$ cat config.mk
export PLATFORM = sky130hd
export DESIGN_NAME = lru_voice_allocator_unit
export DESIGN_NICKNAME = d
export VERILOG_FILES = /design/src/hw/rtl/lva_pkg.sv /design/src/hw/rtl/lva_vram.sv /design/src/hw/rtl/lva_out.sv /design/src/hw/rtl/lru_voice_allocator_unit.sv
export SDC_FILE = /design/constraint.sdc
export NUM_CORES = 1
export LEC_CHECK = 0
export BUFFER_PORTS_ARGS = -buffer_cell sky130_fd_sc_hd__buf_2
export CORE_ASPECT_RATIO = 1.1
export CORE_MARGIN = 2
export CORE_UTILIZATION = 40
export CTS_CLUSTER_SIZE = 8
export DETAILED_ROUTE_END_ITERATION = 7
export RECOVER_POWER = 25
export SETUP_SLACK_MARGIN = 0.02
export SLEW_MARGIN = 20
export SYNTH_ARGS = -nofsm -noshare
export SYNTH_HDL_FRONTEND = slang
export SYNTH_SLANG_ARGS = --single-unit
$ cat constraint.sdc
create_clock -name clk -period 7.7 [get_ports clk]
set_input_delay 1.54 -clock clk [delete_from_list [all_inputs] [get_ports clk]]
set_output_delay 1.54 -clock clk [all_outputs]
set_load 0.05 [all_outputs]
$ cat src/hw/rtl/lva_pkg.sv
// Shared types, constants and helper functions of the LRU voice allocator.
// Used by the allocator, its output register and the testbench; depends on nothing else.
package lva_pkg;

	// Voice bank size and the widths that follow from it.
	localparam int NUM_VOICES = 16;
	localparam int VOICE_W    = $clog2(NUM_VOICES);
	localparam int CNT_W      = $clog2(NUM_VOICES + 1);
	localparam int NUM_NOTES  = 128;
	localparam int NOTE_W     = 7;
	localparam int VEL_W      = 7;
	localparam int MASK_BITS  = 16;
	localparam int OUT_VOICE_W = 4;

	// Voices covered by the all-notes-off sweep.
	localparam int SCAN_CNT = (NUM_VOICES < MASK_BITS) ? NUM_VOICES : MASK_BITS;
	localparam int SCAN_W   = (SCAN_CNT > 1) ? $clog2(SCAN_CNT) : 1;

	localparam logic [VOICE_W-1:0] LAST_V  = VOICE_W'(NUM_VOICES - 1);
	localparam logic [CNT_W-1:0]   VOICE_N = CNT_W'(NUM_VOICES);

	// Event kinds on the input channel.
	typedef enum logic [1:0] {
		OP_NOTE_ON  = 2'd0,
		OP_NOTE_OFF = 2'd1,
		OP_ALL_OFF  = 2'd2
	} op_t;

	// Commands to the voice units.
	typedef enum logic [1:0] {
		CMD_CANCEL   = 2'd0,
		CMD_NOTE_ON  = 2'd1,
		CMD_NOTE_OFF = 2'd2
	} cmd_t;

	// Sequencer states.
	typedef enum logic [3:0] {
		S_IDLE,
		S_SRCH,
		S_CANCEL,
		S_SHIFT,
		S_TAIL,
		S_OFF_RD,
		S_OFF_EMIT,
		S_ALL_SCAN,
		S_ALL_VN,
		S_ALL_EMIT
	} state_t;

	// One result item on its way to the output register.
	typedef struct packed {
		cmd_t                   command;
		logic [OUT_VOICE_W-1:0] voice;
		logic [NOTE_W-1:0]      note;
		logic [VEL_W-1:0]       velocity;
		logic                   last;
	} lva_res_t;

	// A voice counts as sounding only if the mask has a bit for it.
	function automatic logic voice_sounding(logic [MASK_BITS-1:0] mask,
			logic [VOICE_W-1:0] v);
		logic [31:0] vx;
		vx = 32'(v);
		return (vx < 32'(MASK_BITS)) && mask[vx[3:0]];
	endfunction

	// The voice field carries the low four bits of the index.
	function automatic logic [OUT_VOICE_W-1:0] to_out_voice(logic [VOICE_W-1:0] v);
		logic [31:0] vx;
		vx = 32'(v);
		return vx[OUT_VOICE_W-1:0];
	endfunction

endpackage

$ cat src/hw/rtl/lva_vram.sv
// Generic synchronous RAM with one write and one registered read port.
// Each entry has a valid bit that reset clears; standalone, no package needed.
module lva_vram #(
	parameter int DEPTH = 16,
	parameter int WIDTH = 4,
	localparam int AW = (DEPTH > 1) ? $clog2(DEPTH) : 1
) (
	input  logic             clk,
	input  logic             arst_n,
	input  logic             re,
	input  logic [AW-1:0]    raddr,
	output logic [WIDTH-1:0] rdata,
	output logic             rvalid,
	input  logic             we,
	input  logic [AW-1:0]    waddr,
	input  logic [WIDTH-1:0] wdata
);

	logic [WIDTH-1:0] mem [DEPTH];
	logic [DEPTH-1:0] vld_q;
	logic [WIDTH-1:0] rdata_q;
	logic             rvalid_q;

	// Storage array and read data register; read data holds until the next read.
	always_ff @(posedge clk) begin
		if (we) begin
			mem[waddr] <= wdata;
		end
		if (re) begin
			rdata_q <= mem[raddr];
		end
	end

	// Per-entry valid bits, cleared at once by reset.
	always_ff @(posedge clk or negedge arst_n) begin
		if (!arst_n) begin
			vld_q    <= '0;
			rvalid_q <= 1'b0;
		end else begin
			if (we) begin
				vld_q[waddr] <= 1'b1;
			end
			if (re) begin
				rvalid_q <= vld_q[raddr];
			end
		end
	end

	assign rdata  = rdata_q;
	assign rvalid = rvalid_q;

endmodule

$ cat src/hw/rtl/lva_out.sv
// Output register of the allocator: holds one result until it is taken.
// Depends on lva_pkg for the result type.
module lva_out
	import lva_pkg::*;
(
	input  logic                   clk,
	input  logic                   arst_n,
	input  logic                   push,
	input  lva_res_t               res,
	output logic                   room,
	output logic                   out_valid,
	input  logic                   out_stall,
	output logic [1:0]             command,
	output logic [OUT_VOICE_W-1:0] voice,
	output logic [NOTE_W-1:0]      note_res,
	output logic [VEL_W-1:0]       velocity_res,
	output logic                   last
);

	logic     valid_q;
	lva_res_t res_q;

	// The register can load when empty or when its content leaves this cycle.
	assign room = !valid_q || !out_stall;

	always_ff @(posedge clk or negedge arst_n) begin
		if (!arst_n) begin
			valid_q <= 1'b0;
		end else if (push && room) begin
			valid_q <= 1'b1;
		end else if (!out_stall) begin
			valid_q <= 1'b0;
		end
	end

	// Payload loads only on a new result, so a stalled transfer holds.
	always_ff @(posedge clk) begin
		if (push && room) begin
			res_q <= res;
		end
	end

	assign out_valid    = valid_q;
	assign command      = res_q.command;
	assign voice        = res_q.voice;
	assign note_res     = res_q.note;
	assign velocity_res = res_q.velocity;
	assign last         = res_q.last;

endmodule

$ cat src/hw/rtl/lru_voice_allocator_unit.sv
// LRU voice allocator: one event at a time; in_stall is high until its last result is queued.
// A note-on walks the LRU RAM, one entry per cycle, first to search for a silent voice and then
// to shift the entries above it down by one; a steal adds a cancel. A note-off reads the note map.
// All-notes-off sweeps the voices in ascending order and emits a note-off per sounding voice.
// Reset takes effect at once: valid bits make the note map and voice notes read as zero and
// the LRU order as the identity, with no clearing pass.
module lru_voice_allocator_unit
	import lva_pkg::*;
(
	input  logic                   clk,
	input  logic                   arst_n,
	input  logic                   in_valid,
	output logic                   in_stall,
	input  logic [1:0]             op,
	input  logic [NOTE_W-1:0]      note,
	input  logic [VEL_W-1:0]       velocity,
	input  logic [MASK_BITS-1:0]   active_mask,
	output logic                   out_valid,
	input  logic                   out_stall,
	output logic [1:0]             command,
	output logic [OUT_VOICE_W-1:0] voice,
	output logic [NOTE_W-1:0]      note_res,
	output logic [VEL_W-1:0]       velocity_res,
	output logic                   last
);

	state_t state_q, state_d;

	logic                 accept;
	logic                 room;
	logic                 push;
	lva_res_t             res;

	logic [NOTE_W-1:0]    note_q;
	logic [VEL_W-1:0]     vel_q;
	logic [MASK_BITS-1:0] mask_q;
	logic [SCAN_CNT-1:0]  rem_q;
	logic [SCAN_W-1:0]    av_q;
	logic [CNT_W-1:0]     idx_q;
	logic                 pend_s1;
	logic [VOICE_W-1:0]   pidx_s1;
	logic [VOICE_W-1:0]   first_q;
	logic [VOICE_W-1:0]   v_q;
	logic [NOTE_W-1:0]    nt_q;

	// RAM ports.
	logic                 lru_re, lru_we, lru_rvalid;
	logic [VOICE_W-1:0]   lru_raddr, lru_waddr, lru_wdata, lru_rdata;
	logic                 ntv_re, ntv_we, ntv_rvalid;
	logic [NOTE_W-1:0]    ntv_raddr;
	logic [VOICE_W-1:0]   ntv_rdata;
	logic                 vn_re, vn_we, vn_rvalid;
	logic [VOICE_W-1:0]   vn_raddr;
	logic [NOTE_W-1:0]    vn_rdata;

	// Values read back, with the reset contents for entries never written.
	logic [VOICE_W-1:0]   lru_val;
	logic [VOICE_W-1:0]   ntv_val;
	logic [NOTE_W-1:0]    vn_val;
	logic                 sounding;
	logic                 all_last;
	logic [SCAN_CNT-1:0]  scan_mask;

	assign lru_val  = lru_rvalid ? lru_rdata : pidx_s1;
	assign ntv_val  = ntv_rvalid ? ntv_rdata : '0;
	assign vn_val   = vn_rvalid ? vn_rdata : '0;
	assign sounding = voice_sounding(mask_q, lru_val);
	assign scan_mask = active_mask[SCAN_CNT-1:0];
	assign all_last = (rem_q & ~(SCAN_CNT'(1) << av_q)) == '0;

	assign in_stall = (state_q != S_IDLE);
	assign accept   = in_valid && !in_stall;

	// LRU order, note-to-voice map and note held by each voice.
	lva_vram #(.DEPTH(NUM_VOICES), .WIDTH(VOICE_W)) u_lru (
		.clk(clk), .arst_n(arst_n),
		.re(lru_re), .raddr(lru_raddr), .rdata(lru_rdata), .rvalid(lru_rvalid),
		.we(lru_we), .waddr(lru_waddr), .wdata(lru_wdata)
	);

	lva_vram #(.DEPTH(NUM_NOTES), .WIDTH(VOICE_W)) u_ntv (
		.clk(clk), .arst_n(arst_n),
		.re(ntv_re), .raddr(ntv_raddr), .rdata(ntv_rdata), .rvalid(ntv_rvalid),
		.we(ntv_we), .waddr(note_q), .wdata(v_q)
	);

	lva_vram #(.DEPTH(NUM_VOICES), .WIDTH(NOTE_W)) u_vn (
		.clk(clk), .arst_n(arst_n),
		.re(vn_re), .raddr(vn_raddr), .rdata(vn_rdata), .rvalid(vn_rvalid),
		.we(vn_we), .waddr(v_q), .wdata(note_q)
	);

	// Output register.
	lva_out u_out (
		.clk(clk), .arst_n(arst_n),
		.push(push), .res(res), .room(room),
		.out_valid(out_valid), .out_stall(out_stall),
		.command(command), .voice(voice), .note_res(note_res),
		.velocity_res(velocity_res), .last(last)
	);

	// Sequencer state register.
	always_ff @(posedge clk or negedge arst_n) begin
		if (!arst_n) begin
			state_q <= S_IDLE;
			pend_s1 <= 1'b0;
		end else begin
			state_q <= state_d;
			pend_s1 <= lru_re && (state_d == state_q);
		end
	end

	// Next state, RAM strobes and the result being offered.
	always_comb begin
		state_d   = state_q;
		lru_re    = 1'b0;
		lru_raddr = idx_q[VOICE_W-1:0];
		lru_we    = 1'b0;
		lru_waddr = pidx_s1 - VOICE_W'(1);
		lru_wdata = lru_val;
		ntv_re    = 1'b0;
		ntv_raddr = note_q;
		ntv_we    = 1'b0;
		vn_re     = 1'b0;
		vn_raddr  = VOICE_W'(av_q);
		vn_we     = 1'b0;
		push      = 1'b0;
		res       = '{command: CMD_NOTE_OFF, voice: to_out_voice(ntv_val),
			note: note_q, velocity: '0, last: 1'b1};
		unique case (state_q)
			S_IDLE: begin
				if (accept) begin
					case (op)
						OP_NOTE_ON:  state_d = S_SRCH;
						OP_NOTE_OFF: state_d = S_OFF_RD;
						OP_ALL_OFF: begin
							if (scan_mask != '0) begin
								state_d = S_ALL_SCAN;
							end
						end
						default: state_d = S_IDLE;
					endcase
				end
			end
			// Walk the LRU order from the oldest entry for a silent voice.
			S_SRCH: begin
				lru_re = (idx_q < VOICE_N);
				if (pend_s1 && !sounding) begin
					state_d = (pidx_s1 == LAST_V) ? S_TAIL : S_SHIFT;
				end else if (pend_s1 && pidx_s1 == LAST_V) begin
					state_d = S_CANCEL;
				end
			end
			// Every voice sounds: cancel the oldest one.
			S_CANCEL: begin
				push = 1'b1;
				res  = '{command: CMD_CANCEL, voice: to_out_voice(v_q),
					note: note_q, velocity: '0, last: 1'b0};
				if (room) begin
					state_d = S_SHIFT;
				end
			end
			// Close the gap: each entry above the chosen one moves down by one.
			S_SHIFT: begin
				lru_re = (idx_q < VOICE_N);
				lru_we = pend_s1;
				if (pend_s1 && pidx_s1 == LAST_V) begin
					state_d = S_TAIL;
				end
			end
			// Chosen voice becomes newest; record the note and issue note on.
			S_TAIL: begin
				push = 1'b1;
				res  = '{command: CMD_NOTE_ON, voice: to_out_voice(v_q),
					note: note_q, velocity: vel_q, last: 1'b1};
				lru_waddr = LAST_V;
				lru_wdata = v_q;
				if (room) begin
					lru_we  = 1'b1;
					ntv_we  = 1'b1;
					vn_we   = 1'b1;
					state_d = S_IDLE;
				end
			end
			S_OFF_RD: begin
				ntv_re  = 1'b1;
				state_d = S_OFF_EMIT;
			end
			S_OFF_EMIT: begin
				push = 1'b1;
				if (room) begin
					state_d = S_IDLE;
				end
			end
			// Sweep voices in ascending order, stopping on each sounding one.
			S_ALL_SCAN: begin
				if (rem_q[av_q]) begin
					vn_re   = 1'b1;
					state_d = S_ALL_VN;
				end
			end
			S_ALL_VN: begin
				ntv_re    = 1'b1;
				ntv_raddr = vn_val;
				state_d   = S_ALL_EMIT;
			end
			S_ALL_EMIT: begin
				push = 1'b1;
				res  = '{command: CMD_NOTE_OFF, voice: to_out_voice(ntv_val),
					note: nt_q, velocity: '0, last: all_last};
				if (room) begin
					state_d = all_last ? S_IDLE : S_ALL_SCAN;
				end
			end
			default: state_d = S_IDLE;
		endcase
	end

	// Event fields, walk counters and the voice picked by the search.
	always_ff @(posedge clk) begin
		pidx_s1 <= idx_q[VOICE_W-1:0];
		if (accept) begin
			note_q <= note;
			vel_q  <= velocity;
			mask_q <= active_mask;
			rem_q  <= scan_mask;
			idx_q  <= '0;
			av_q   <= '0;
		end
		unique case (state_q)
			S_SRCH: begin
				if (lru_re) begin
					idx_q <= idx_q + CNT_W'(1);
				end
				if (pend_s1 && pidx_s1 == '0) begin
					first_q <= lru_val;
				end
				if (pend_s1 && !sounding) begin
					v_q   <= lru_val;
					idx_q <= CNT_W'(pidx_s1) + CNT_W'(1);
				end else if (pend_s1 && pidx_s1 == LAST_V) begin
					v_q   <= first_q;
					idx_q <= CNT_W'(1);
				end
			end
			S_SHIFT: begin
				if (lru_re) begin
					idx_q <= idx_q + CNT_W'(1);
				end
			end
			S_ALL_SCAN: begin
				if (!rem_q[av_q]) begin
					av_q <= av_q + SCAN_W'(1);
				end
			end
			S_ALL_VN: begin
				nt_q <= vn_val;
			end
			S_ALL_EMIT: begin
				if (room) begin
					rem_q[av_q] <= 1'b0;
					av_q        <= av_q + SCAN_W'(1);
				end
			end
			default: begin
			end
		endcase
	end

	// A cancel is never the final command of its event.
	a_cancel_not_last: assert property (@(posedge clk) disable iff (!arst_n)
		(out_valid && command == CMD_CANCEL) |-> !last)
		else $error("cancel transfer marked as last");

	// A note on always closes its event.
	a_note_on_last: assert property (@(posedge clk) disable iff (!arst_n)
		(out_valid && command == CMD_NOTE_ON) |-> last)
		else $error("note on transfer not marked as last");

	// The shift walk never writes below entry zero.
	a_shift_addr: assert property (@(posedge clk) disable iff (!arst_n)
		(state_q == S_SHIFT && pend_s1) |-> (pidx_s1 != '0))
		else $error("LRU shift write wrapped below entry zero");

	// The all-notes-off sweep only runs while a sounding voice is left.
	a_sweep_pending: assert property (@(posedge clk) disable iff (!arst_n)
		(state_q == S_ALL_SCAN) |-> (rem_q != '0))
		else $error("all-notes-off sweep with no voice left");

endmodule

Word level (Yosys, flattened, before mapping)
Memory sizes are Yosys's and may differ from the RTL's. A register that Yosys moved wholly into a read port is not among the register bits.
Index checks and enable logic that the tools add are counted.

word-level totals
  logic and storage cells = 159
  flip-flop bits (word level) = 264
  output and inout port bits = 23
  memories = 3
  RAM bits = 688
  bits of input ports = 36

operators by class
  reductions and logical operators = 28
  mux-type cells = 66
  $add $sub $neg = 4
  equality and inequality tests = 14
  $lt $le $gt $ge = 12
  bitwise logic cells = 7
  shifts and indexed selects = 1

memory list
  name       depth  width  rd ports  clocked after Yosys merged registers in  write ports  RTL line        text
  u_ntv.mem  128    4      1         1                                        1            lva_vram.sv:19  logic [WIDTH-1:0] mem [DEPTH];
  u_vn.mem   16     7      1         1                                        1            lva_vram.sv:19
  u_lru.mem  16     4      1         1                                        1            lva_vram.sv:19

operators with widths
  operator                number
  $or A128 B128 Y128      1
  $mux W4                 18
  $pmux W21 S3            1
  $mux W16                3
  $pmux W4 S9             1
  $and A16 B16 Y16        2
  $not A16 Y16            2
  $or A16 B16 Y16         2
  $lt A4 B5 Y1 const B    5
  $mux W1                 22
  $mux W5                 4
  $bmux W1 S4             4
  $eq A4 B3 Y1 const B    4
  $logic_not A16 Y1       1
  $lt A7 B8 Y1 const B    2
  $reduce_bool A16 Y1     1
  $shl A1 B4 Y16 const A  1
  $mux W7                 2
  $demux W1 S4            3
  $eq A4 B4 Y1 const B    3
  $ge A4 B1 Y1 const B    3
  $pmux W4 S3             1
  $logic_and A1 B1 Y1     10
  $pmux W5 S2             1
  other kinds (26)        35

Longest topological paths before layout
  depth after elaboration = 9
  depth in mapped cells = 15

Modules after synthesis
From an unflattened synthesis, not the netlist that was laid out.

second synthesis, totals
  cells, all modules = 2147
  area, all modules = 39193.8 sq um

by module, submodules not included
  module                    cells each  area each (sq um)  sequential area each (sq um)  times used
  lva_vram (u_ntv)          1287        25416.9            18723.0                       1
  lva_vram (u_vn)           227         5267.6             3998.8                        1
  lru_voice_allocator_unit  451         4464.3             2057.0                        1
  lva_vram (u_lru)          157         3367.0             2467.4                        1
  lva_out                   25          678.2              655.6                         1

Worst setup path before layout
OpenSTA, ideal clock, no wires.

  kind = register -> register
  from = register v_q[2]
  to = memory u_vn.mem[4][0] (netlist bit) (enable)
  setup time = 0.382 ns
  slack = 4.196 ns
  arrival time = 3.122 ns
  period minus slack after synthesis = 3.504 ns
  data required time = 7.318 ns
  path buffers = 0
  stages on the path, launching flop included = 4
  cells stage by stage = edfxtp_1 inv_1 or3_1 nor3_1

RTL lines
  what                    RTL line                         text
  start, declared         lru_voice_allocator_unit.sv:43   logic [VOICE_W-1:0] v_q;
  start signal, assigned  lru_voice_allocator_unit.sv:239  v_q <= lru_val;
  start signal, assigned  lru_voice_allocator_unit.sv:242  v_q <= first_q;
  end, declared           lva_vram.sv:19

No word-level cell before the write port.

Final worst setup path
  from = register v_q[0]
  to = memory u_vn.mem[3][6] (netlist bit) (enable)

No word-level cell before the write port.

==> flow_summary_export.csv <==
group,metric,value,unit
run_status,status,"complete, but fails checks",
run_status,violations,"max-capacitance violations, max-slew violations",
pwr,p_leak,16.3,nW
critical_path,cp-end-kind,"flop",
place,port-buffer-count,58,
yosys,ys_top_cells_by_area,"edfxtp_1 58%, dfrtp_1 11%, nand2_1 5.2%",
yosys,synthArstFlopShare,0.175,
place,post-dp-hpwl,63100,µm
clocking,clockBufferDepth,3,
timing,setup_violations,0,
global_routing,grt_pass1_vias,25200,
hold_path,hold_class,"reg -> reg",
clocking,root_buffer,"clkbuf_16",
timing,fin_skew,0.0474,ns
yosys,synth_top_area_frac,0.584,
clocking,post_cts_resized,0,
timing,max_freq,0.180,GHz
yosys,synth_fp_nets,2943,
pwr,combPwrFrac,0.203,
global_routing,grt_pass1_wl,159000,µm
die,initial_core_util,0.405,
global_routing,top_usage_layer,"met2",
yosys,seq_area_frac_synth,0.706,
route,wirelength,105000,µm
global_routing,use_met2,0.341,
route,vias,24800,
route,ant_nets,0,
timing,rsz0062_at_grt,"false",
yosys,syn_area,0.0395,mm²
clocking,cts_sinks,967,
layout,n_antenna_cell,0,
yosys,synth_cells,2897,
route,routed_via_density,5.65,
timing,worst_pin_slew,4.58,ns
pwr,p_clk_frac,0.370,
yosys,ys_seq_elements,967,
yosys,synth_common_cells,"769 x edfxtp_1, 547 x nand2_1, 222 x nand3_1, 200 x nor2_1, 169 x dfrtp_1",
pwr,seq_power_share,0.427,
place,post-place-ws,2.77,ns
timing,fin_setup_tns,0,ns
route,route.detailed.drc,0,
die,die-area,0.101,mm²
clocking,cts.clk_slew.worst_paths,0.05,ns
yosys,syn_avg_cell_area,13.7,µm²
global_routing,groute.usage.overall,0.207,
die,core,0.0977,mm²
die,die_h,334,µm
global_routing,grt_use_met1,0.266,
global_routing,grt_max_degree,159,
clocking,post_cts_buffers,0,
yosys,synth_most_common_cell,"edfxtp_1",
place,postPlaceCellArea,0.0411,mm²
global_routing,grt_antenna_before_repair,0,
route,firstDrtPassIters,6,
die,rows,120,
pwr,vdd_drop_max,0.211,mV
yosys,synth_area_leader_cell,"edfxtp_1",
layout,final_cells,4384,
global_routing,grt-ovfl-total,0,
route,drt_iter0_drc,2487,
timing,fin_crit,5.57,ns
pwr,p_total,15.4,mW
layout,fin_area,0.0452,mm²
place,numPlacedInstances,4130,
global_routing,grt_use_met3,0.0342,
pwr,p_per_area,341,mW/mm²
clocking,cts_buffers,139,
critical_path,critPathArrivalTime,5.91,ns
clocking,htreeDepth,4,
critical_path,cp-start-kind,"flop",
layout,final_util,0.463,
critical_path,worst-path-max-fanout,73,
pwr,netSwitchingFraction,0.304,
timing,slew_violations,441,
critical_path,crit_type,"reg -> reg",
timing,whs,0.457,ns
yosys,synth_edf_count,769,
yosys,ys.flop_type,"edfxtp_1",
yosys,yosysUniqueCellTypes,72,
place,gp_congestion,0.867,
clocking,ctsHoldBuffers,0,
yosys,ys_warn_count,0,
route,wl_per_cell,24.0,µm
flow_run,cap_violations,10,
timing,hold_viol_final,0,
clocking,clock_latency,0.74,ns
clocking,cts_tree,"done",
die,die_w,304,µm
layout,fin_nets,3036,
timing,fin_crit_sh,0.723,
layout,syn_to_final_growth,14.4,%
layout,drive_gt1_frac,0.168,
timing,worst_slack,2.13,ns
pwr,p_sw,4.69,mW
die,ios,59,
critical_path,required,8.04,ns
timing,relSlewSlack,-2.05,
pwr,internal_power,10.7,mW
-- power groups by stage --
stage	Clock (mW)	Combinational, mW	Sequential, mW
after floorplan	0	1.98	6.72
after global placement	0	3.06	6.64
after detailed placement	0	3.11	6.66
after CTS	5.79	3.13	6.56
after global routing	6.03	3.36	6.62
final	5.72	3.13	6.59
-- area by class of cell --
cell class	count	area [µm²]
inverter	26	106
multi-input combinational	1748	10800
fill	8541	52500
tap	1281	1600
sequential	967	27900
timing repair buffer	108	652
clock inverter	16	292
clock buffer	238	3870
-- cells in the final DEF, fill, tap and decap left out, drive strengths merged, types with 5 or more instances in the layout --
master  Yosys  final
a221oi      5      5
and3        8      8
nand4      36     36
ha         10     10
inv        25     32
a21oi      71     71
nor4        7      7
a32oi      52     52
nand2b      7      7
nand3     222    222
nor2b      11     11
buf        74     80
mux2i      99     99
or2       164    164
nand3b      6      6
mux2       14     14
a31oi      60     60
nand2     547    547
nor3       17     17
dfrtp     169    169
nor2      204    204
o21ai      37     37
dfxtp      29     29
clkinv      1      9
clkbuf     82    266
a22oi      33     33
mux4       73     73
and2        7      7
edfxtp    769    769
-- cells by family (layout without fill, tap and decap cells) --
| family | after synthesis | after routing | synth area share |
|---|---|---|---|
| compound gates | 296 | 296 | 0.0500 |
| xor+xnor | 4 | 4 | 0.000886 |
| fa+ha+maj | 10 | 10 | 0.00316 |
| buf+inv | 182 | 388 | 0.0241 |
| flops | 967 | 967 | 0.706 |
| mux | 186 | 186 | 0.0716 |
| simple gates | 1252 | 1252 | 0.145 |
-- per-layer routing --
layer  part of all wire  vias to the layer above  routed length, µm
met4              0.045                        0               4740
met5                  0                        -                  0
met1               0.41                    12600              42700
met3              0.063                      250               6680
li1                   -                    10900                  -
met2               0.49                     1049              51300
-- registers in the layout (all words and copies together), names as in the netlist, 5 cells and up --
signal,cells
u_lru.mem,64
note_q,7
vel_q,7
u_vn.mem,112
u_ntv.mem,512
u_out.note_res,7
u_out.velocity_res,7
idx_q,5
u_ntv.vld_q,128
nt_q,7
u_lru.vld_q,16
u_vn.vld_q,16
rem_q,16
mask_q,16
u_vn.rdata,7
-- final timing paths --
| path | to | start | depth (start not counted) | slack (ns) |
|---|---|---|---|---|
| worst max-delay path | u_vn.mem[3][6] | v_q[0] | 3 | 2.13 |
| worst min-delay path | u_vn.vld_q[10] | u_vn.vld_q[10] | 1 | 0.46 |
| worst max register to register | u_vn.mem[3][6] | v_q[0] | 3 | 2.13 |
| worst min register to register | u_vn.vld_q[10] | u_vn.vld_q[10] | 1 | 0.46 |
| max in group asynchronous | u_ntv.vld_q[93] | arst_n | 2 | 5.78 |
| min in group asynchronous | u_lru.vld_q[4] | arst_n | 1 | 0.87 |
-- worst max-delay path: stages (launching register included) --
cell and delay [ns]:
edfxtp_1 0.32, clkbuf_1 3.18, nand2_1 0.76, nor2_1 0.92
Note: power is estimated with default switching activity, not from simulation.
